**config.mk**
```make
export PLATFORM = sky130hd
export DESIGN_NAME = dos_short_name_normalizer
export DESIGN_NICKNAME = d
export VERILOG_FILES = /design/src/rtl/core/dsn_pkg.sv /design/src/rtl/core/dos_short_name_normalizer.sv /design/src/rtl/core/dsn_classify.sv /design/src/rtl/core/dsn_accum.sv
export SDC_FILE = /design/constraint.sdc
export NUM_CORES = 1
export LEC_CHECK = 0
export BUFFER_PORTS_ARGS = -buffer_cell sky130_fd_sc_hd__buf_4
export CAP_MARGIN = 20
export CORE_MARGIN = 8
export CORE_UTILIZATION = 35
export DETAILED_ROUTE_END_ITERATION = 16
export SETUP_SLACK_MARGIN = 0.2
export SLEW_MARGIN = 25
export SYNTH_ARGS = -nofsm -noshare
export SYNTH_HDL_FRONTEND = slang
export SYNTH_HIERARCHICAL = 1
export SYNTH_SLANG_ARGS = --single-unit
```
**constraint.sdc**
```tcl
create_clock -name clk -period 11.94 [get_ports clk]
set_clock_uncertainty 0.2 [all_clocks]
set_input_delay 1.194 -clock clk [delete_from_list [all_inputs] [get_ports clk]]
set_output_delay 1.194 -clock clk [all_outputs]
set_load 0.02 [all_outputs]
```
**src/rtl/core/dsn_pkg.sv**
```systemverilog
// Shared types, constants and character codes for the DOS short-name normalizer.
`timescale 1ns / 1ps

package dsn_pkg;

    // Name limits
    localparam int BASE_CHARS  = 8;
    localparam int EXT_CHARS   = 3;
    localparam int INPUT_LIMIT = 19;

    // Field and counter widths
    localparam int BYTE_W     = 8;
    localparam int BASE_W     = 64;
    localparam int EXT_W      = 24;
    localparam int BASE_CNT_W = 4;
    localparam int EXT_CNT_W  = 2;
    localparam int SEEN_W     = 6;
    localparam int PEND_W     = 6;
    localparam int ROOM_W     = 7;

    typedef logic [BYTE_W-1:0]     byte_t;
    typedef logic [BASE_CNT_W-1:0] base_cnt_t;
    typedef logic [EXT_CNT_W-1:0]  ext_cnt_t;
    typedef logic [SEEN_W-1:0]     seen_t;
    typedef logic [PEND_W-1:0]     pend_t;
    typedef logic [ROOM_W-1:0]     room_t;

    // Character codes
    localparam byte_t CH_NUL        = 8'h00;
    localparam byte_t CH_TAB        = 8'h09;
    localparam byte_t CH_LF         = 8'h0A;
    localparam byte_t CH_CR         = 8'h0D;
    localparam byte_t CH_SPACE      = 8'h20;
    localparam byte_t CH_DOT        = 8'h2E;
    localparam byte_t CH_UNDERSCORE = 8'h5F;
    localparam byte_t CH_BACKQUOTE  = 8'h60;
    localparam byte_t CASE_OFFSET   = 8'h20;

    // Parse phase of the current name
    typedef enum logic [1:0] {
        PH_LEAD,
        PH_BASE,
        PH_EXT
    } phase_t;

    // Decoded view of one name byte
    typedef struct packed {
        logic  is_zero;
        logic  is_lead_blank;
        logic  is_blank;
        logic  is_space;
        logic  is_dot;
        logic  is_legal;
        byte_t upper;
    } byte_class_t;

    // One finished result
    typedef struct packed {
        logic              ok;
        logic [BASE_W-1:0] base_text;
        base_cnt_t         base_count;
        logic [EXT_W-1:0]  ext_text;
        ext_cnt_t          ext_count;
    } result_t;

endpackage

```
**src/rtl/core/dos_short_name_normalizer.sv**
```systemverilog
// Top level of the DOS 8.3 short-name normalizer: input and result registers.
`timescale 1ns / 1ps

// Takes a filename one byte per request, final_byte marking its last byte, and
// returns one result request per name: the upper-cased 8-character base and
// 3-character extension, packed first character in the low byte, their lengths
// and name_ok. The block accepts one byte every cycle; a byte is registered on
// entry, folded into the name state in one pass of per-byte logic, and a
// result is captured in the result register as its last byte is folded in.
// Only a full result register that is stalled holds back a last byte,
// and with it the input; other bytes keep flowing. There is no setup after
// reset.
module dos_short_name_normalizer
(
    input  logic                        clk,
    input  logic                        rst_n,
    input  logic                        in_valid,
    output logic                        in_stall,
    input  logic [7:0]                  name_byte,
    input  logic                        final_byte,
    output logic                        out_valid,
    input  logic                        out_stall,
    output logic                        name_ok,
    output logic [63:0]                 base_text,
    output logic [3:0]                  base_count,
    output logic [23:0]                 ext_text,
    output logic [1:0]                  ext_count
);

    logic                 in_valid_reg, in_valid_next;
    dsn_pkg::byte_t       in_byte_reg;
    logic                 in_final_reg;
    logic                 out_valid_reg, out_valid_next;
    dsn_pkg::result_t     out_reg;
    dsn_pkg::byte_class_t cls;
    dsn_pkg::result_t     result;
    logic                 accept;
    logic                 fire;

    // Advance when the byte is not last or the result slot frees up
    always_comb
    begin
        fire     = in_valid_reg && (!in_final_reg || !out_valid_reg || !out_stall);
        in_stall = in_valid_reg && !fire;
        accept   = in_valid && !in_stall;
    end

    // Input and result valid flags
    always_comb
    begin
        in_valid_next = in_valid_reg;
        if (accept)
            in_valid_next = 1'b1;
        else if (fire)
            in_valid_next = 1'b0;

        out_valid_next = out_valid_reg;
        if (fire && in_final_reg)
            out_valid_next = 1'b1;
        else if (out_valid_reg && !out_stall)
            out_valid_next = 1'b0;
    end

    always_ff @(posedge clk or negedge rst_n)
    begin
        if (!rst_n)
        begin
            in_valid_reg  <= 1'b0;
            out_valid_reg <= 1'b0;
        end
        else
        begin
            in_valid_reg  <= in_valid_next;
            out_valid_reg <= out_valid_next;
        end
    end

    // Capture the request and the finished result
    always_ff @(posedge clk)
    begin
        if (accept)
        begin
            in_byte_reg  <= name_byte;
            in_final_reg <= final_byte;
        end
        if (fire && in_final_reg)
            out_reg <= result;
    end

    dsn_classify u_classify
    (
        .name_byte (in_byte_reg),
        .cls       (cls)
    );

    dsn_accum u_accum
    (
        .clk        (clk),
        .rst_n      (rst_n),
        .fire       (fire),
        .final_byte (in_final_reg),
        .cls        (cls),
        .result     (result)
    );

    // Drive the result ports
    assign out_valid  = out_valid_reg;
    assign name_ok    = out_reg.ok;
    assign base_text  = out_reg.base_text;
    assign base_count = out_reg.base_count;
    assign ext_text   = out_reg.ext_text;
    assign ext_count  = out_reg.ext_count;

`ifndef NO_ASSERTIONS
    a_reject_is_empty: assert property (@(posedge clk) disable iff (!rst_n)
        (out_valid_reg && !out_reg.ok) |->
            (out_reg.base_count == '0) && (out_reg.ext_count == '0) &&
            (out_reg.base_text == '0) && (out_reg.ext_text == '0))
        else $error("rejected result carries name data");

    a_ok_has_base: assert property (@(posedge clk) disable iff (!rst_n)
        (out_valid_reg && out_reg.ok) |-> (out_reg.base_count != '0))
        else $error("accepted result with empty base");

    a_no_result_overrun: assert property (@(posedge clk) disable iff (!rst_n)
        (out_valid_reg && out_stall) |-> !(fire && in_final_reg))
        else $error("result overwritten while stalled");

    a_result_from_last: assert property (@(posedge clk) disable iff (!rst_n)
        $rose(out_valid_reg) |-> $past(fire && in_final_reg))
        else $error("result raised without a last byte");
`endif

endmodule

```
**src/rtl/core/dsn_classify.sv**
```systemverilog
// Byte decoder: blank, dot and legal-character classes plus upper-case fold.
`timescale 1ns / 1ps

module dsn_classify
(
    input  dsn_pkg::byte_t       name_byte,
    output dsn_pkg::byte_class_t cls
);

    // Check against the DOS short-name character set
    logic legal;

    always_comb
    begin
        case (name_byte) inside
            ["A":"Z"], ["a":"z"], ["0":"9"]:
                legal = 1'b1;
            "$", "%", "'", "-", "_", "@", "~", "!", "(", ")", "{", "}", "^", "#", "&",
            dsn_pkg::CH_BACKQUOTE:
                legal = 1'b1;
            default:
                legal = 1'b0;
        endcase
    end

    // Build the class word
    always_comb
    begin
        cls.is_zero       = (name_byte == dsn_pkg::CH_NUL);
        cls.is_space      = (name_byte == dsn_pkg::CH_SPACE);
        cls.is_lead_blank = (name_byte == dsn_pkg::CH_SPACE) ||
                            (name_byte == dsn_pkg::CH_TAB);
        cls.is_blank      = cls.is_lead_blank ||
                            (name_byte == dsn_pkg::CH_CR) ||
                            (name_byte == dsn_pkg::CH_LF);
        cls.is_dot        = (name_byte == dsn_pkg::CH_DOT);
        cls.is_legal      = legal;
        if ((name_byte >= "a") && (name_byte <= "z"))
            cls.upper = name_byte - dsn_pkg::CASE_OFFSET;
        else
            cls.upper = name_byte;
    end

endmodule

```
**src/rtl/core/dsn_accum.sv**
```systemverilog
// Per-name accumulator: parse phase, packed base/extension and result build.
`timescale 1ns / 1ps

module dsn_accum
(
    input  logic                 clk,
    input  logic                 rst_n,
    input  logic                 fire,
    input  logic                 final_byte,
    input  dsn_pkg::byte_class_t cls,
    output dsn_pkg::result_t     result
);

    dsn_pkg::phase_t       phase_reg, phase_next, phase_upd;
    logic [dsn_pkg::BASE_W-1:0] base_store_reg, base_store_next, base_store_upd;
    dsn_pkg::base_cnt_t    base_fill_reg, base_fill_next, base_fill_upd;
    logic [dsn_pkg::EXT_W-1:0]  ext_store_reg, ext_store_next, ext_store_upd;
    dsn_pkg::ext_cnt_t     ext_fill_reg, ext_fill_next, ext_fill_upd;
    dsn_pkg::pend_t        pend_reg, pend_next, pend_upd;
    logic                  pend_bad_reg, pend_bad_next, pend_bad_upd;
    logic                  rejected_reg, rejected_next, rejected_upd;
    dsn_pkg::seen_t        seen_reg, seen_next, seen_upd;
    logic                  ended_reg, ended_next, ended_upd;

    logic                  take;
    logic                  dropped;
    logic                  blank_step;
    logic                  char_step;
    logic                  to_ext;
    logic                  put;
    dsn_pkg::room_t        base_room, base_n;
    dsn_pkg::room_t        ext_room, ext_n;
    dsn_pkg::base_cnt_t    base_fill_flush;
    dsn_pkg::ext_cnt_t     ext_fill_flush;

    // Decide what this byte does
    always_comb
    begin
        take       = !ended_reg && (seen_reg < dsn_pkg::SEEN_W'(dsn_pkg::INPUT_LIMIT));
        dropped    = (phase_reg == dsn_pkg::PH_LEAD) && cls.is_lead_blank;
        blank_step = take && !cls.is_zero && !dropped && cls.is_blank;
        char_step  = take && !cls.is_zero && !dropped && !cls.is_blank;
        to_ext     = (phase_reg == dsn_pkg::PH_EXT);
        put        = cls.is_legal && !cls.is_dot;
    end

    // Size the flush of pending spaces against the room left
    always_comb
    begin
        base_room = dsn_pkg::room_t'(dsn_pkg::BASE_CHARS) - dsn_pkg::room_t'(base_fill_reg);
        base_n    = (dsn_pkg::room_t'(pend_reg) < base_room) ?
                    dsn_pkg::room_t'(pend_reg) : base_room;
        ext_room  = dsn_pkg::room_t'(dsn_pkg::EXT_CHARS) - dsn_pkg::room_t'(ext_fill_reg);
        ext_n     = (dsn_pkg::room_t'(pend_reg) < ext_room) ?
                    dsn_pkg::room_t'(pend_reg) : ext_room;
        base_fill_flush = base_fill_reg + base_n[dsn_pkg::BASE_CNT_W-1:0];
        ext_fill_flush  = ext_fill_reg + ext_n[dsn_pkg::EXT_CNT_W-1:0];
    end

    // Next phase
    always_comb
    begin
        phase_upd = phase_reg;
        if ((blank_step || char_step) && (phase_reg == dsn_pkg::PH_LEAD))
            phase_upd = dsn_pkg::PH_BASE;
        if (char_step && cls.is_dot && (phase_upd == dsn_pkg::PH_BASE))
            phase_upd = dsn_pkg::PH_EXT;

        if (!fire)
            phase_next = phase_reg;
        else if (final_byte)
            phase_next = dsn_pkg::PH_LEAD;
        else
            phase_next = phase_upd;
    end

    // Update stores, counters and flags
    always_comb
    begin
        base_store_upd = base_store_reg;
        base_fill_upd  = base_fill_reg;
        ext_store_upd  = ext_store_reg;
        ext_fill_upd   = ext_fill_reg;
        pend_upd       = pend_reg;
        pend_bad_upd   = pend_bad_reg;
        rejected_upd   = rejected_reg;
        seen_upd       = seen_reg;
        ended_upd      = ended_reg;

        if (take)
        begin
            seen_upd = seen_reg + 1'b1;
            if (cls.is_zero)
                ended_upd = 1'b1;
        end

        // Count a blank that may turn out to be inner
        if (blank_step)
        begin
            if (pend_reg != '1)
                pend_upd = pend_reg + 1'b1;
            if (!cls.is_space)
                pend_bad_upd = 1'b1;
        end

        // Flush pending blanks as underscores, then store the character
        if (char_step)
        begin
            pend_upd     = '0;
            pend_bad_upd = 1'b0;
            if (pend_bad_reg || (cls.is_dot && to_ext) || (!cls.is_dot && !cls.is_legal))
                rejected_upd = 1'b1;

            if (!to_ext)
            begin
                for (int i = 0; i < dsn_pkg::BASE_CHARS; i++)
                begin
                    if ((dsn_pkg::base_cnt_t'(i) >= base_fill_reg) &&
                        (dsn_pkg::base_cnt_t'(i) < base_fill_flush))
                        base_store_upd[8*i +: 8] = dsn_pkg::CH_UNDERSCORE;
                    else if (put && (dsn_pkg::base_cnt_t'(i) == base_fill_flush))
                        base_store_upd[8*i +: 8] = cls.upper;
                end
                base_fill_upd = base_fill_flush;
                if (put && (base_fill_flush < dsn_pkg::base_cnt_t'(dsn_pkg::BASE_CHARS)))
                    base_fill_upd = base_fill_flush + 1'b1;
            end
            else
            begin
                for (int i = 0; i < dsn_pkg::EXT_CHARS; i++)
                begin
                    if ((dsn_pkg::ext_cnt_t'(i) >= ext_fill_reg) &&
                        (dsn_pkg::ext_cnt_t'(i) < ext_fill_flush))
                        ext_store_upd[8*i +: 8] = dsn_pkg::CH_UNDERSCORE;
                    else if (put && (dsn_pkg::ext_cnt_t'(i) == ext_fill_flush))
                        ext_store_upd[8*i +: 8] = cls.upper;
                end
                ext_fill_upd = ext_fill_flush;
                if (put && (dsn_pkg::room_t'(ext_fill_flush) <
                            dsn_pkg::room_t'(dsn_pkg::EXT_CHARS)))
                    ext_fill_upd = ext_fill_flush + 1'b1;
            end
        end
    end

    // Hold, advance, or clear after the last byte
    always_comb
    begin
        base_store_next = base_store_reg;
        base_fill_next  = base_fill_reg;
        ext_store_next  = ext_store_reg;
        ext_fill_next   = ext_fill_reg;
        pend_next       = pend_reg;
        pend_bad_next   = pend_bad_reg;
        rejected_next   = rejected_reg;
        seen_next       = seen_reg;
        ended_next      = ended_reg;
        if (fire && final_byte)
        begin
            base_store_next = '0;
            base_fill_next  = '0;
            ext_store_next  = '0;
            ext_fill_next   = '0;
            pend_next       = '0;
            pend_bad_next   = 1'b0;
            rejected_next   = 1'b0;
            seen_next       = '0;
            ended_next      = 1'b0;
        end
        else if (fire)
        begin
            base_store_next = base_store_upd;
            base_fill_next  = base_fill_upd;
            ext_store_next  = ext_store_upd;
            ext_fill_next   = ext_fill_upd;
            pend_next       = pend_upd;
            pend_bad_next   = pend_bad_upd;
            rejected_next   = rejected_upd;
            seen_next       = seen_upd;
            ended_next      = ended_upd;
        end
    end

    // Build the result from the state after this byte
    always_comb
    begin
        result.ok         = !rejected_upd && (base_fill_upd != '0);
        result.base_text  = result.ok ? base_store_upd : '0;
        result.base_count = result.ok ? base_fill_upd : '0;
        result.ext_text   = result.ok ? ext_store_upd : '0;
        result.ext_count  = result.ok ? ext_fill_upd : '0;
    end

    // State registers
    always_ff @(posedge clk or negedge rst_n)
    begin
        if (!rst_n)
        begin
            phase_reg      <= dsn_pkg::PH_LEAD;
            base_store_reg <= '0;
            base_fill_reg  <= '0;
            ext_store_reg  <= '0;
            ext_fill_reg   <= '0;
            pend_reg       <= '0;
            pend_bad_reg   <= 1'b0;
            rejected_reg   <= 1'b0;
            seen_reg       <= '0;
            ended_reg      <= 1'b0;
        end
        else
        begin
            phase_reg      <= phase_next;
            base_store_reg <= base_store_next;
            base_fill_reg  <= base_fill_next;
            ext_store_reg  <= ext_store_next;
            ext_fill_reg   <= ext_fill_next;
            pend_reg       <= pend_next;
            pend_bad_reg   <= pend_bad_next;
            rejected_reg   <= rejected_next;
            seen_reg       <= seen_next;
            ended_reg      <= ended_next;
        end
    end

`ifndef NO_ASSERTIONS
    a_base_fill_bound: assert property (@(posedge clk) disable iff (!rst_n)
        base_fill_reg <= dsn_pkg::base_cnt_t'(dsn_pkg::BASE_CHARS))
        else $error("base fill beyond limit");

    a_seen_bound: assert property (@(posedge clk) disable iff (!rst_n)
        seen_reg <= dsn_pkg::SEEN_W'(dsn_pkg::INPUT_LIMIT))
        else $error("byte count beyond input limit");

    a_clear_after_last: assert property (@(posedge clk) disable iff (!rst_n)
        (fire && final_byte) |=> (phase_reg == dsn_pkg::PH_LEAD) &&
            (base_fill_reg == '0) && (ext_fill_reg == '0) && !rejected_reg &&
            (seen_reg == '0))
        else $error("state not cleared after last byte");

    a_ext_only_in_ext: assert property (@(posedge clk) disable iff (!rst_n)
        (ext_fill_reg != '0) |-> (phase_reg == dsn_pkg::PH_EXT))
        else $error("extension filled outside extension phase");
`endif

endmodule

```
Yosys cells after proc, flatten, opt, wreduce, memory -nomap -nowiden. Index checks and enable logic that the tools add are counted.

Add/sub/neg operators: 9. $lt $le $gt $ge: 33. Equality and inequality tests: 34. Mux-type cells: 73. Reduce and logical (&&, ||, !) cells: 83.

Operator list (count): 64-bit 2-to-1 mux (4); 8-bit 2-to-1 mux (23); 24-bit 2-to-1 mux (4); 8-bit by 6-bit == test with 1-bit output, second input constant (11); 8-bit by 7-bit == test with 1-bit output, second input constant (7); 6-bit 2-to-1 mux (8); 1-bit logical AND (45); 8-bit by 4-bit == test with 1-bit output, second input constant (3); 4-bit 2-to-1 mux (6); 1-bit 2-to-1 mux (19); 2-bit 2-to-1 mux (9); 3-bit by 4-bit == test with 1-bit output, first input constant (4); 3-bit by 4-bit greater-or-equal comparator with 1-bit output, first input constant (4); 8-bit by 7-bit greater-or-equal comparator with 1-bit output, second input constant (2); 8-bit by 7-bit less-or-equal comparator with 1-bit output, second input constant (2); 3-bit by 4-bit < comparator with 1-bit output, first input constant (4); 16-bit OR reduction (1); 6-bit by 7-bit < comparator with 1-bit output (2); 6-bit by 1-bit adder with 6-bit output, second input constant (2); 1-bit logical NOT (12); 2-bit nonzero test (5); 3-bit AND reduction (3); 2-bit by 4-bit == test with 1-bit output, first input constant (2); 1-bit by 4-bit greater-or-equal comparator with 1-bit output, first input constant (2); other kinds (34) (48).

Register bits: 217. Word-level logic and storage cells: 251.

Depth between registers and ports, before layout. Gate-level depths: netlist (run 1).

Depth after elaboration: 13. Gate-level depth with buffers: 22. Gate-level depth less buffers: 21.

Cells and area by module. The synthesis (run 1) kept the hierarchy.

Modules (own cells, without submodules): dsn_accum (times used 1, cells an instance 959, area each 7810.0 µm², seq. area each 2777.7 µm²); dos_short_name_normalizer (times used 1, cells an instance 116, area each 3228.1 µm², seq. area each 3173.0 µm²); dsn_classify (times used 1, cells an instance 57, area each 391.6 µm², seq. area each 0.0 µm²).

Worst setup path after synthesis (run 1). Ideal clock, no wire load.

Path type: input-to-reg. Start point: input out_stall. End point: register out_reg, in the netlist base_count[0], enable pin. Data arrival time: 5.803 ns. Data required time: 11.160 ns. Path slack: 5.357 ns. Stages: 1. Cells stage by stage: a21oi_1.

Cells in the longest elaborated chain, start to end: 4.

Ends and longest elaborated chain: start, declared (line dos_short_name_normalizer.sv:22) `input logic out_stall,`; 1-bit logical NOT (line dos_short_name_normalizer.sv:43) `fire = in_valid_reg && (!in_final_reg || !out_valid_reg || !out_stall);`; 1-bit logical OR (line dos_short_name_normalizer.sv:43); 1-bit logical AND (line dos_short_name_normalizer.sv:43); 1-bit logical AND (line dos_short_name_normalizer.sv:86) `if (fire && in_final_reg)`; end signal, assigned (line dos_short_name_normalizer.sv:87) `out_reg <= result;`; end, declared (line dos_short_name_normalizer.sv:34) `dsn_pkg::result_t out_reg;`.

No other way between the ends. A chain may end at the register's enable or synchronous reset.

Worst setup path after layout (run 1).
Start point: register u_accum.base_fill_reg[1]. End point: register out_reg, in the netlist base_text[61] (data pin).

Cells in the longest elaborated chain, start to end: 11. Elaborated cells on any way between the ends: 21. Classes of those cells: add/sub (3); order compare (4); eq/ne (1); mux (8); reduce/logical (5).

Ends and longest elaborated chain: start, declared (line dsn_accum.sv:16) `dsn_pkg::base_cnt_t base_fill_reg, base_fill_next, base_fill_upd;`; start signal, assigned (line dsn_accum.sv:214) `base_fill_reg <= base_fill_next;`; 4-bit by 4-bit subtractor with 5-bit output (line dsn_accum.sv:50) `base_room = dsn_pkg::room_t'(dsn_pkg::BASE_CHARS) - dsn_pkg::room_t'(base_fill_reg);`; 6-bit by 7-bit < comparator with 1-bit output (line dsn_accum.sv:51) `base_n = (dsn_pkg::room_t'(pend_reg) < base_room) ?`; 4-bit 2-to-1 mux (line dsn_accum.sv:51); 4-bit adder (line dsn_accum.sv:56) `base_fill_flush = base_fill_reg + base_n[dsn_pkg::BASE_CNT_W-1:0];`; 4-bit < comparator (line dsn_accum.sv:125) `if (put && (base_fill_flush < dsn_pkg::base_cnt_t'(dsn_pkg::BASE_CHARS)))`; 1-bit logical AND (line dsn_accum.sv:125); 4-bit 2-to-1 mux (line dsn_accum.sv:125); 4-bit 2-to-1 mux (line dsn_accum.sv:114) `if (!to_ext)`; 4-bit 2-to-1 mux (line dsn_accum.sv:107) `if (char_step)`; 4-bit nonzero test (line dsn_accum.sv:187) `result.ok = !rejected_upd && (base_fill_upd != '0);`; 1-bit logical AND (line dsn_accum.sv:187).

Parallel ways exist; a longest one is shown, timed or not.

==> results of run 1 <==
[per-layer routing]
layer,track usage,wire length (um)
met1,0.211,14400
met2,0.270,15000
met3,0.0276,1830
met4,0.0582,988
met5,0,0
[path summary, 6_finish.rpt]
check,from,depth (start not counted),endpoint
setup reg to reg,u_accum/base_fill_reg[1]$_DFFE_PN0P_,21,base_text[61]$_DFFE_PP_
setup / recovery,u_accum/base_fill_reg[1]$_DFFE_PN0P_,21,base_text[61]$_DFFE_PP_
min in group asynchronous,rst_n,1,u_accum/base_store_reg[54]$_DFFE_PN0P_
max in group asynchronous,rst_n,2,u_accum/base_store_reg[7]$_DFFE_PN0P_
hold reg to reg,u_accum/ext_store_reg[3]$_DFFE_PN0P_,1,u_accum/ext_store_reg[3]$_DFFE_PN0P_
hold / removal,u_accum/ext_store_reg[3]$_DFFE_PN0P_,1,u_accum/ext_store_reg[3]$_DFFE_PN0P_
[power groups by stage]
| stage | registers [mW] | logic, mW | clock network, mW |
|---|---|---|---|
| final | 1.01 | 1.42 | 0.772 |
| after global routing | 1.02 | 1.55 | 0.818 |
| after CTS | 1.01 | 1.40 | 0.792 |
| after detailed placement | 1.02 | 1.40 | 0 |
| after global placement | 1.02 | 1.38 | 0 |
| after floorplan | 1.03 | 1.02 | 0 |
[final cells by class]
type                            instances  area (sq um)  share of cell area
Inverter                               39           146              0.0109
Clock inverter                         11           130             0.00971
Tap cell                              442           553              0.0413
Sequential cell                       217          5950               0.444
Timing Repair Buffer                  130          1000              0.0746
Multi-Input combinational cell        787          4930               0.368
Clock buffer                           34           691              0.0515
[logic make-up after synthesis]
family	share of synthesized area
muxes	0.00952
xor gates and xnor gates	0.00920
and+or+nand+nor	0.153
DFF	0.521
AOI/OAI and AO/OA	0.226
adders and majority gates	0.0302
buffers and inverters	0.0515
[cell usage in the layout, fill, tap and decap left out, types with 12 or more instances in the layout]
cell type                   instances
sky130_fd_sc_hd__ha_1              26
sky130_fd_sc_hd__o22ai_1           22
sky130_fd_sc_hd__nor3_1            28
sky130_fd_sc_hd__and2_1            13
sky130_fd_sc_hd__a31oi_1           31
sky130_fd_sc_hd__o21ai_0           88
sky130_fd_sc_hd__a22oi_1           13
sky130_fd_sc_hd__clkbuf_16         26
sky130_fd_sc_hd__o2bb2ai_1         15
sky130_fd_sc_hd__nor2_1           127
sky130_fd_sc_hd__nand2b_1          12
sky130_fd_sc_hd__o21a_1            14
sky130_fd_sc_hd__nand2_1           90
sky130_fd_sc_hd__inv_1             36
sky130_fd_sc_hd__a2bb2oi_1         41
sky130_fd_sc_hd__a211oi_1          18
sky130_fd_sc_hd__nand3_1           24
sky130_fd_sc_hd__buf_4            128
sky130_fd_sc_hd__dfrtp_1          113
sky130_fd_sc_hd__edfxtp_1         104
sky130_fd_sc_hd__nand4_1           13
sky130_fd_sc_hd__nor2b_1           15
sky130_fd_sc_hd__a21oi_1           57
[worst max-delay path, delay by kind of cell (launching register included)]
kind / cells / cell delay [ps]
adders and majority gates: 4 / 1200
xor gates and xnor gates: 2 / 760
buffers and inverters: 3 / 640
AOI/OAI and AO/OA: 6 / 990
and+or+nand+nor: 6 / 1390
DFF: 1 / 500
[per-stage QoR]
step	setup WS (ps)	utilization	hold WS (ps)	instances	area, sq um
final	6060	0.414	284	1660	13400
after global routing	5620	0.414	300	1660	13400
after CTS	6010	0.413	285	1658	13400
after detailed placement	6020	0.387	262	1613	12500
after global placement	6170	0.387	267	1613	12500
after floorplan	5360	-	244	1132	11400
==> run summary, run 1 <==
=====================================================================================
Result of the run                                                        finished, final reports clean
Die width                                                                      197 um
Post-synthesis cell count                                                        1132
Fraction of power consumed by the clock network                                 0.241
Net count of the finished layout                                                 1240
Synthesized netlist net count                                                    1172
Top FF cell, synth                                                       sky130_fd_sc_hd__dfrtp_1
Yosys synthesis warning count                                                       6
Fin Setup TNS                                                                    0 ps
Max Transition Viols Final                                                          0
Power consumption                                                             3.20 mW
Post-CTS setup-driven buffer insertion count                                        0
Critical path's largest stage delay                                            600 ps
Overall routed net length                                                     32.2 mm
Number of buffers added by the clock tree synthesis step                           25
Critical path, cell by cell                                              inv_1, ha_1, xor2_1, ha_1, a21o_1, a31oi_2, o21ai_0, nand2_1, o21ai_0, ha_1, fa_1, xor2_1, nand4_1, nand3_1, nor3_1, or3_1, o2111ai_2, o31ai_4, buf_4, buf_16, nor3b_1
Insertion delay to the later sink of the worst-skew pair                       530 ps
LEAKAGE                                                                       5.26 nW
Sw Pwr                                                                        1.29 mW
Count of input and output buffers                                                 109
Core box area                                                             32400 sq um
Number of sinks on the clock net                                                  217
Via density per instance                                                         5.54
Setup-failing EPs final                                                             0
Worst relative slew slack                                                       0.323
Die Ht                                                                         197 um
Pre-Repair DR Iteration Count                                                       5
Number of flops mapped to enable cells by yosys                                   104
Combinational Power Share                                                       0.444
# hold bufs at CTS                                                                  0
Fin crit share                                                                  0.492
Peak supply drop                                                             0.129 mV
Final routed wire length divided by cell count                                19.4 um
Maxcap violations                                                                   0
Critical path launch point type                                                  flop
Total Die Area                                                            38700 sq um
Async set or reset register ratio after synthesis                               0.521
Sequential share of the synthesized area                                        0.521
Clock-pin slew of the registers on the worst-case setup and hold paths          60 ps
Largest net degree at the start of global routing                                  92
Fill count                                                                       3205
Switching Share                                                                 0.404
Synth area leaders                                                       sky130_fd_sc_hd__edfxtp_1 27%, sky130_fd_sc_hd__dfrtp_1 25%, sky130_fd_sc_hd__nor2_1 4.2%
Achievable clock frequency                                                    170 MHz
Row count                                                                          66
RSZ-0062 raised after global routing                                            false
Internal Pwr Total                                                            1.91 mW
Count of unique library cells instantiated by Yosys                                87
Reg2reg setup slack                                                           6060 ps
DRT iter0 DRCs                                                                    893
Count of state elements after synthesis                                           217
CTS H-tree depth                                                                    1
Type of element capturing the critical path                                      flop
Vias in the first global route                                                   9007
Pwr per Cell Area                                                         239 nW/um^2
Area share of the largest cell type after synthesis                             0.273
GP Congestion                                                                   0.922
Final ANT Viol Nets                                                                 0
Maximum root-to-sink buffer count                                                   3
Total number of vias                                                             9195
Kind of critical path                                                         reg2reg
Clock tree from TritonCTS                                                       built
Top-level port count                                                              110
Library cell appearing most often on the critical path                   sky130_fd_sc_hd__ha_1
Number of antenna violations at the first check in global routing                   0
Crit-path max FO                                                                   66
Critical Path Slowest Stage Cell                                         sky130_fd_sc_hd__xor2_1
Placed wire-length estimate                                                   20.7 mm
Library cell occupying the most area in the post-synthesis netlist       sky130_fd_sc_hd__edfxtp_1
Initial standard-cell utilization of the core                                   0.353
Final global-route overflow total                                                   0
Layout cell share with drive strength beyond 1                                  0.172
First-pass GRT wire length                                                    51.0 mm
Post_cts resized                                                                    0
Data required, critical path                                                 12090 ps
Leading cell types by count after synthesis                              127 x sky130_fd_sc_hd__nor2_1, 113 x sky130_fd_sc_hd__dfrtp_1, 104 x sky130_fd_sc_hd__edfxtp_1
Syn_area_per_cell                                                          10.1 sq um
Tightest Pin Transition                                                       1010 ps
All-Layer GR Usage                                                              0.162
Class of the tightest hold or removal check                                   reg2reg
Mapped cell area                                                          11400 sq um
Part of the power in registers                                                  0.315
Min Tclk post-route                                                           5880 ps
Root buffer cell                                                         sky130_fd_sc_hd__clkbuf_16
Post-route DRC                                                                      0
Area growth from synthesis to layout                                            17.3%
Final Hold Fails                                                                    0
Arrival time at the worst endpoint                                            6020 ps
Most frequent cell after synthesis                                       sky130_fd_sc_hd__nor2_1
N_diodes                                                                            0
=====================================================================================
Power figures use the tool's default switching activity.
==> run 2, diff against run 1 <==
--- a/config.mk
+++ b/config.mk
@@ -5,6 +5,7 @@
 export SDC_FILE = /design/constraint.sdc
 export NUM_CORES = 1
 export LEC_CHECK = 0
+export ABC_AREA = 1
 export BUFFER_PORTS_ARGS = -buffer_cell sky130_fd_sc_hd__buf_4
 export CAP_MARGIN = 20
 export CORE_MARGIN = 8
==> constraint.sdc (replaced) <==
create_clock -name clk -period 5.25 [get_ports clk]
set_clock_uncertainty 0.2 [all_clocks]
set_input_delay 0.525 -clock clk [delete_from_list [all_inputs] [get_ports clk]]
set_output_delay 0.525 -clock clk [all_outputs]
set_load 0.02 [all_outputs]
==> run summary, run 2 <==
=====================================================================================
Sw Pwr                                                                        3.22 mW   was 1.29 mW
Type of element capturing the critical path                                      flop   unchanged
DRT iter0 DRCs                                                                    935   was 893
Combinational Power Share                                                       0.468   was 0.444
Count of input and output buffers                                                 109   unchanged
Critical path launch point type                                                  flop   unchanged
Total number of vias                                                             9603   was 9195
Power consumption                                                             7.39 mW   was 3.20 mW
N_diodes                                                                            0   unchanged
All-Layer GR Usage                                                              0.157   was 0.162
Clock-pin slew of the registers on the worst-case setup and hold paths          60 ps   about the same
Sequential share of the synthesized area                                        0.510   was 0.521
GP Congestion                                                                   0.889   was 0.922
Final routed wire length divided by cell count                                15.7 um   was 19.4 um
Pre-Repair DR Iteration Count                                                       5   unchanged
Most frequent cell after synthesis                                       sky130_fd_sc_hd__nand2_1   was sky130_fd_sc_hd__nor2_1
Reg2reg setup slack                                                            550 ps   was 6060 ps
CTS H-tree depth                                                                    1   unchanged
Total Die Area                                                            39400 sq um   was 38700 sq um
Peak supply drop                                                             0.319 mV   was 0.129 mV
Max Transition Viols Final                                                          0   unchanged
Area growth from synthesis to layout                                            18.7%   was 17.3%
Area share of the largest cell type after synthesis                             0.268   was 0.273
Number of flops mapped to enable cells by yosys                                   104   unchanged
Library cell occupying the most area in the post-synthesis netlist       sky130_fd_sc_hd__edfxtp_1   unchanged
Reg-to-reg critical path endpoint                                        base_text[33]$_DFFE_PP_   was base_text[61]$_DFFE_PP_
Top FF cell, synth                                                       sky130_fd_sc_hd__dfrtp_1   unchanged
Number of antenna violations at the first check in global routing                   0   unchanged
RSZ-0062 raised after global routing                                            false   unchanged
Row count                                                                          67   was 66
Fin Setup TNS                                                                    0 ps   unchanged
Via density per instance                                                         4.82   was 5.54
Clock tree from TritonCTS                                                       built   unchanged
Tightest Pin Transition                                                        917 ps   was 1010 ps
Met2 track demand over resource                                                 0.260   was 0.270
Min Tclk post-route                                                           4700 ps   was 5880 ps
Fin crit share                                                                  0.896   was 0.492
Part of the power in registers                                                  0.304   was 0.315
Worst Reg2Reg Path Length in Cells                                                 24   was 21
Initial standard-cell utilization of the core                                   0.352   was 0.353
Yosys synthesis warning count                                                       6   unchanged
Achievable clock frequency                                                    213 MHz   was 170 MHz
Mapped cell area                                                          11700 sq um   was 11400 sq um
Number of buffers added by the clock tree synthesis step                           25   unchanged
Post-synthesis cell count                                                        1417   was 1132
Count of state elements after synthesis                                           217   unchanged
Kind of critical path                                                         reg2reg   unchanged
Placed wire-length estimate                                                   21.2 mm   was 20.7 mm
Net count of the finished layout                                                 1568   was 1240
Internal Pwr Total                                                            4.17 mW   was 1.91 mW
Maximum root-to-sink buffer count                                                   3   unchanged
Most used cells in the layout excluding fill and tap cells               456 x sky130_fd_sc_hd__nand2_1, 142 x sky130_fd_sc_hd__inv_1, 126 x sky130_fd_sc_hd__nor2_1   was 128 x sky130_fd_sc_hd__buf_4, 127 x sky130_fd_sc_hd__nor2_1, 113 x sky130_fd_sc_hd__dfrtp_1
Final Hold Fails                                                                    0   unchanged
Reg2Reg Launch Point                                                     u_accum/base_fill_reg[0]$_DFFE_PN0P_   was u_accum/base_fill_reg[1]$_DFFE_PN0P_
Maxcap violations                                                                   0   unchanged
Die Ht                                                                         199 um   was 197 um
Result of the run                                                        finished, final reports clean   unchanged
Die width                                                                      199 um   was 197 um
First-pass GRT wire length                                                    50.3 mm   was 51.0 mm
Arrival time at the worst endpoint                                            4770 ps   was 6020 ps
Core box area                                                             33200 sq um   was 32400 sq um
Leading cell types by count after synthesis                              458 x sky130_fd_sc_hd__nand2_1, 144 x sky130_fd_sc_hd__inv_1, 127 x sky130_fd_sc_hd__nor2_1   was 127 x sky130_fd_sc_hd__nor2_1, 113 x sky130_fd_sc_hd__dfrtp_1, 104 x sky130_fd_sc_hd__edfxtp_1
Pwr per Cell Area                                                         533 nW/um^2   was 239 nW/um^2
LEAKAGE                                                                       6.53 nW   was 5.26 nW
Leading cell type in the layout, fill and taps excluded                  sky130_fd_sc_hd__nand2_1   was sky130_fd_sc_hd__buf_4
Number of stages on the worst hold path                                             3   was 1
Switching Share                                                                 0.435   was 0.404
Global Route met1 Usage                                                         0.211   about the same
Layout cell share with drive strength beyond 1                                  0.185   was 0.172
Root buffer cell                                                         sky130_fd_sc_hd__clkbuf_16   unchanged
Post-route DRC                                                                      0   unchanged
Final global-route overflow total                                                   0   unchanged
Class of the tightest hold or removal check                                    in2reg   was reg2reg
Number of sinks on the clock net                                                  217   unchanged
Fraction of power consumed by the clock network                                 0.227   was 0.241
Async set or reset register ratio after synthesis                               0.521   unchanged
Launch point of the worst hold path                                          in_valid   was u_accum/ext_store_reg[3]$_DFFE_PN0P_
Crit-path max FO                                                                   31   was 66
Synth area leaders                                                       sky130_fd_sc_hd__edfxtp_1 27%, sky130_fd_sc_hd__dfrtp_1 24%, sky130_fd_sc_hd__nand2_1 15%   was sky130_fd_sc_hd__edfxtp_1 27%, sky130_fd_sc_hd__dfrtp_1 25%, sky130_fd_sc_hd__nor2_1 4.2%
Final ANT Viol Nets                                                                 0   unchanged
Met3 global-route usage                                                        0.0276   about the same
Worst relative slew slack                                                       0.389   was 0.323
Setup-failing EPs final                                                             0   unchanged
Insertion delay to the later sink of the worst-skew pair                       510 ps   was 530 ps
Top-level port count                                                              110   unchanged
Syn_area_per_cell                                                          8.24 sq um   was 10.1 sq um
Vias in the first global route                                                   9402   was 9007
Busiest layer in global routing                                                  met2   unchanged
Largest net degree at the start of global routing                                  67   was 92
Overall routed net length                                                     31.3 mm   was 32.2 mm
Count of unique library cells instantiated by Yosys                                45   was 87
Data required, critical path                                                  5310 ps   was 12090 ps
Final core area utilization                                                     0.417   was 0.414
Synthesized netlist net count                                                    1457   was 1172
Worst hold endpoint                                                      in_valid_reg$_DFFE_PN0P_   was u_accum/ext_store_reg[3]$_DFFE_PN0P_
=====================================================================================
==> run 2: cell types whose count changed after synthesis, moves of 24 or more <==
| cell | before | now |
|---|---|---|
| sky130_fd_sc_hd__nand2_1 | 90 | 458 |
| sky130_fd_sc_hd__inv_1 | 36 | 144 |
| sky130_fd_sc_hd__nand3_1 | 24 | 109 |
| sky130_fd_sc_hd__nor2_2 | 2 | 54 |
| sky130_fd_sc_hd__a2bb2oi_1 | 41 | 0 |
| sky130_fd_sc_hd__a21oi_1 | 59 | 24 |
| sky130_fd_sc_hd__a31oi_1 | 32 | 1 |
| sky130_fd_sc_hd__nor3_1 | 28 | 4 |
==> run 2: metrics by stage <==
step,instance area (sq um),hold slack (ps),setup slack (ps),std cells
after global routing,13800,47.8,196,1994
after CTS,13800,5.45,390,1993
after floorplan,11700,29.4,999,1417
after detailed placement,12900,265,409,1938
after global placement,12900,261,498,1938
final,13800,26.3,546,1994
==> run 2: timing repair <==
action	4_1_cts	5_1_grt
hold buffers	10	0
endpoints found under the setup margin	0	82
endpoints found under the hold margin	74	0
gates resized for setup	0	5
buffers inserted	0	0
==> run 2: final cells by class <==
class,instances,area [sq um]
Clock buffer,34,679
Inverter,154,581
Tap cell,448,561
Timing Repair Buffer,138,1110
Clock inverter,11,108
Sequential cell,217,5950
Multi-Input combinational cell,992,4860
Fill cell,3395,19300
==> run 2: kinds of logic after synthesis <==
logic type / after synthesis / share of synthesized area
AND/OR/NAND/NOR: 817 / 0.310
adder cells (fa/ha/maj): 27 / 0.0296
flip-flops: 217 / 0.510
buffers and inverters: 208 / 0.0764
XOR/XNOR: 7 / 0.00525
AO/OA/AOI/OAI: 141 / 0.0690
==> run 2: routing by layer <==
| metal | vias to the layer above | wire length, um |
|---|---|---|
| met1 | 4551 | 14300 |
| li1 | 4770 | - |
| met4 | 0 | 692 |
| met3 | 44 | 1850 |
| met2 | 238 | 14500 |
| met5 | - | 0 |
==> run 2: power by group through the flow <==
stage / sequential [mW] / combinational, mW / clock, mW
finish: 2.25 / 3.46 / 1.68
global route: 2.28 / 3.90 / 1.80
CTS: 2.25 / 3.41 / 1.73
detailed placement: 2.28 / 3.39 / 0
global placement: 2.27 / 3.37 / 0
floorplan: 2.33 / 2.49 / 0
==> run 2: how the worst max path moves through the flow <==
| stage | startpoint | end | cells after the start |
|---|---|---|---|
| final | u_accum/base_fill_reg[0]$_DFFE_PN0P_ | base_text[33]$_DFFE_PP_ | 24 |
| after global routing | u_accum/base_fill_reg[0]$_DFFE_PN0P_ | base_text[52]$_DFFE_PP_ | 23 |
| after detailed placement | u_accum/base_fill_reg[1]$_DFFE_PN0P_ | base_text[6]$_DFFE_PP_ | 24 |
| after floorplan | u_accum/base_fill_reg[1]$_DFFE_PN0P_ | ext_text[16]$_DFFE_PP_ | 25 |
| after CTS | u_accum/base_fill_reg[1]$_DFFE_PN0P_ | base_text[6]$_DFFE_PP_ | 24 |
| after global placement | u_accum/base_fill_reg[1]$_DFFE_PN0P_ | ext_text[23]$_DFFE_PP_ | 26 |
==> run 2: worst max-delay path: stages, from the launching register on <==
cell	delay, ps
sky130_fd_sc_hd__dfrtp_1	430
sky130_fd_sc_hd__inv_1	170
sky130_fd_sc_hd__ha_1	210
sky130_fd_sc_hd__xor2_1	240
sky130_fd_sc_hd__ha_1	290
sky130_fd_sc_hd__a21oi_1	140
sky130_fd_sc_hd__nand2_1	90
sky130_fd_sc_hd__nand2_2	110
sky130_fd_sc_hd__nand2_4	80
sky130_fd_sc_hd__nand2_1	60
sky130_fd_sc_hd__o21ai_0	80
sky130_fd_sc_hd__ha_1	220
sky130_fd_sc_hd__fa_1	600
sky130_fd_sc_hd__ha_2	260
sky130_fd_sc_hd__inv_1	70
sky130_fd_sc_hd__xor2_1	160
sky130_fd_sc_hd__nand4_1	90
sky130_fd_sc_hd__nand2_1	70
sky130_fd_sc_hd__nand2_1	70
sky130_fd_sc_hd__nand2_1	70
sky130_fd_sc_hd__nor2_1	90
sky130_fd_sc_hd__nand2_1	140
sky130_fd_sc_hd__nand2_8	190
sky130_fd_sc_hd__buf_12	240
sky130_fd_sc_hd__nor2_1	70
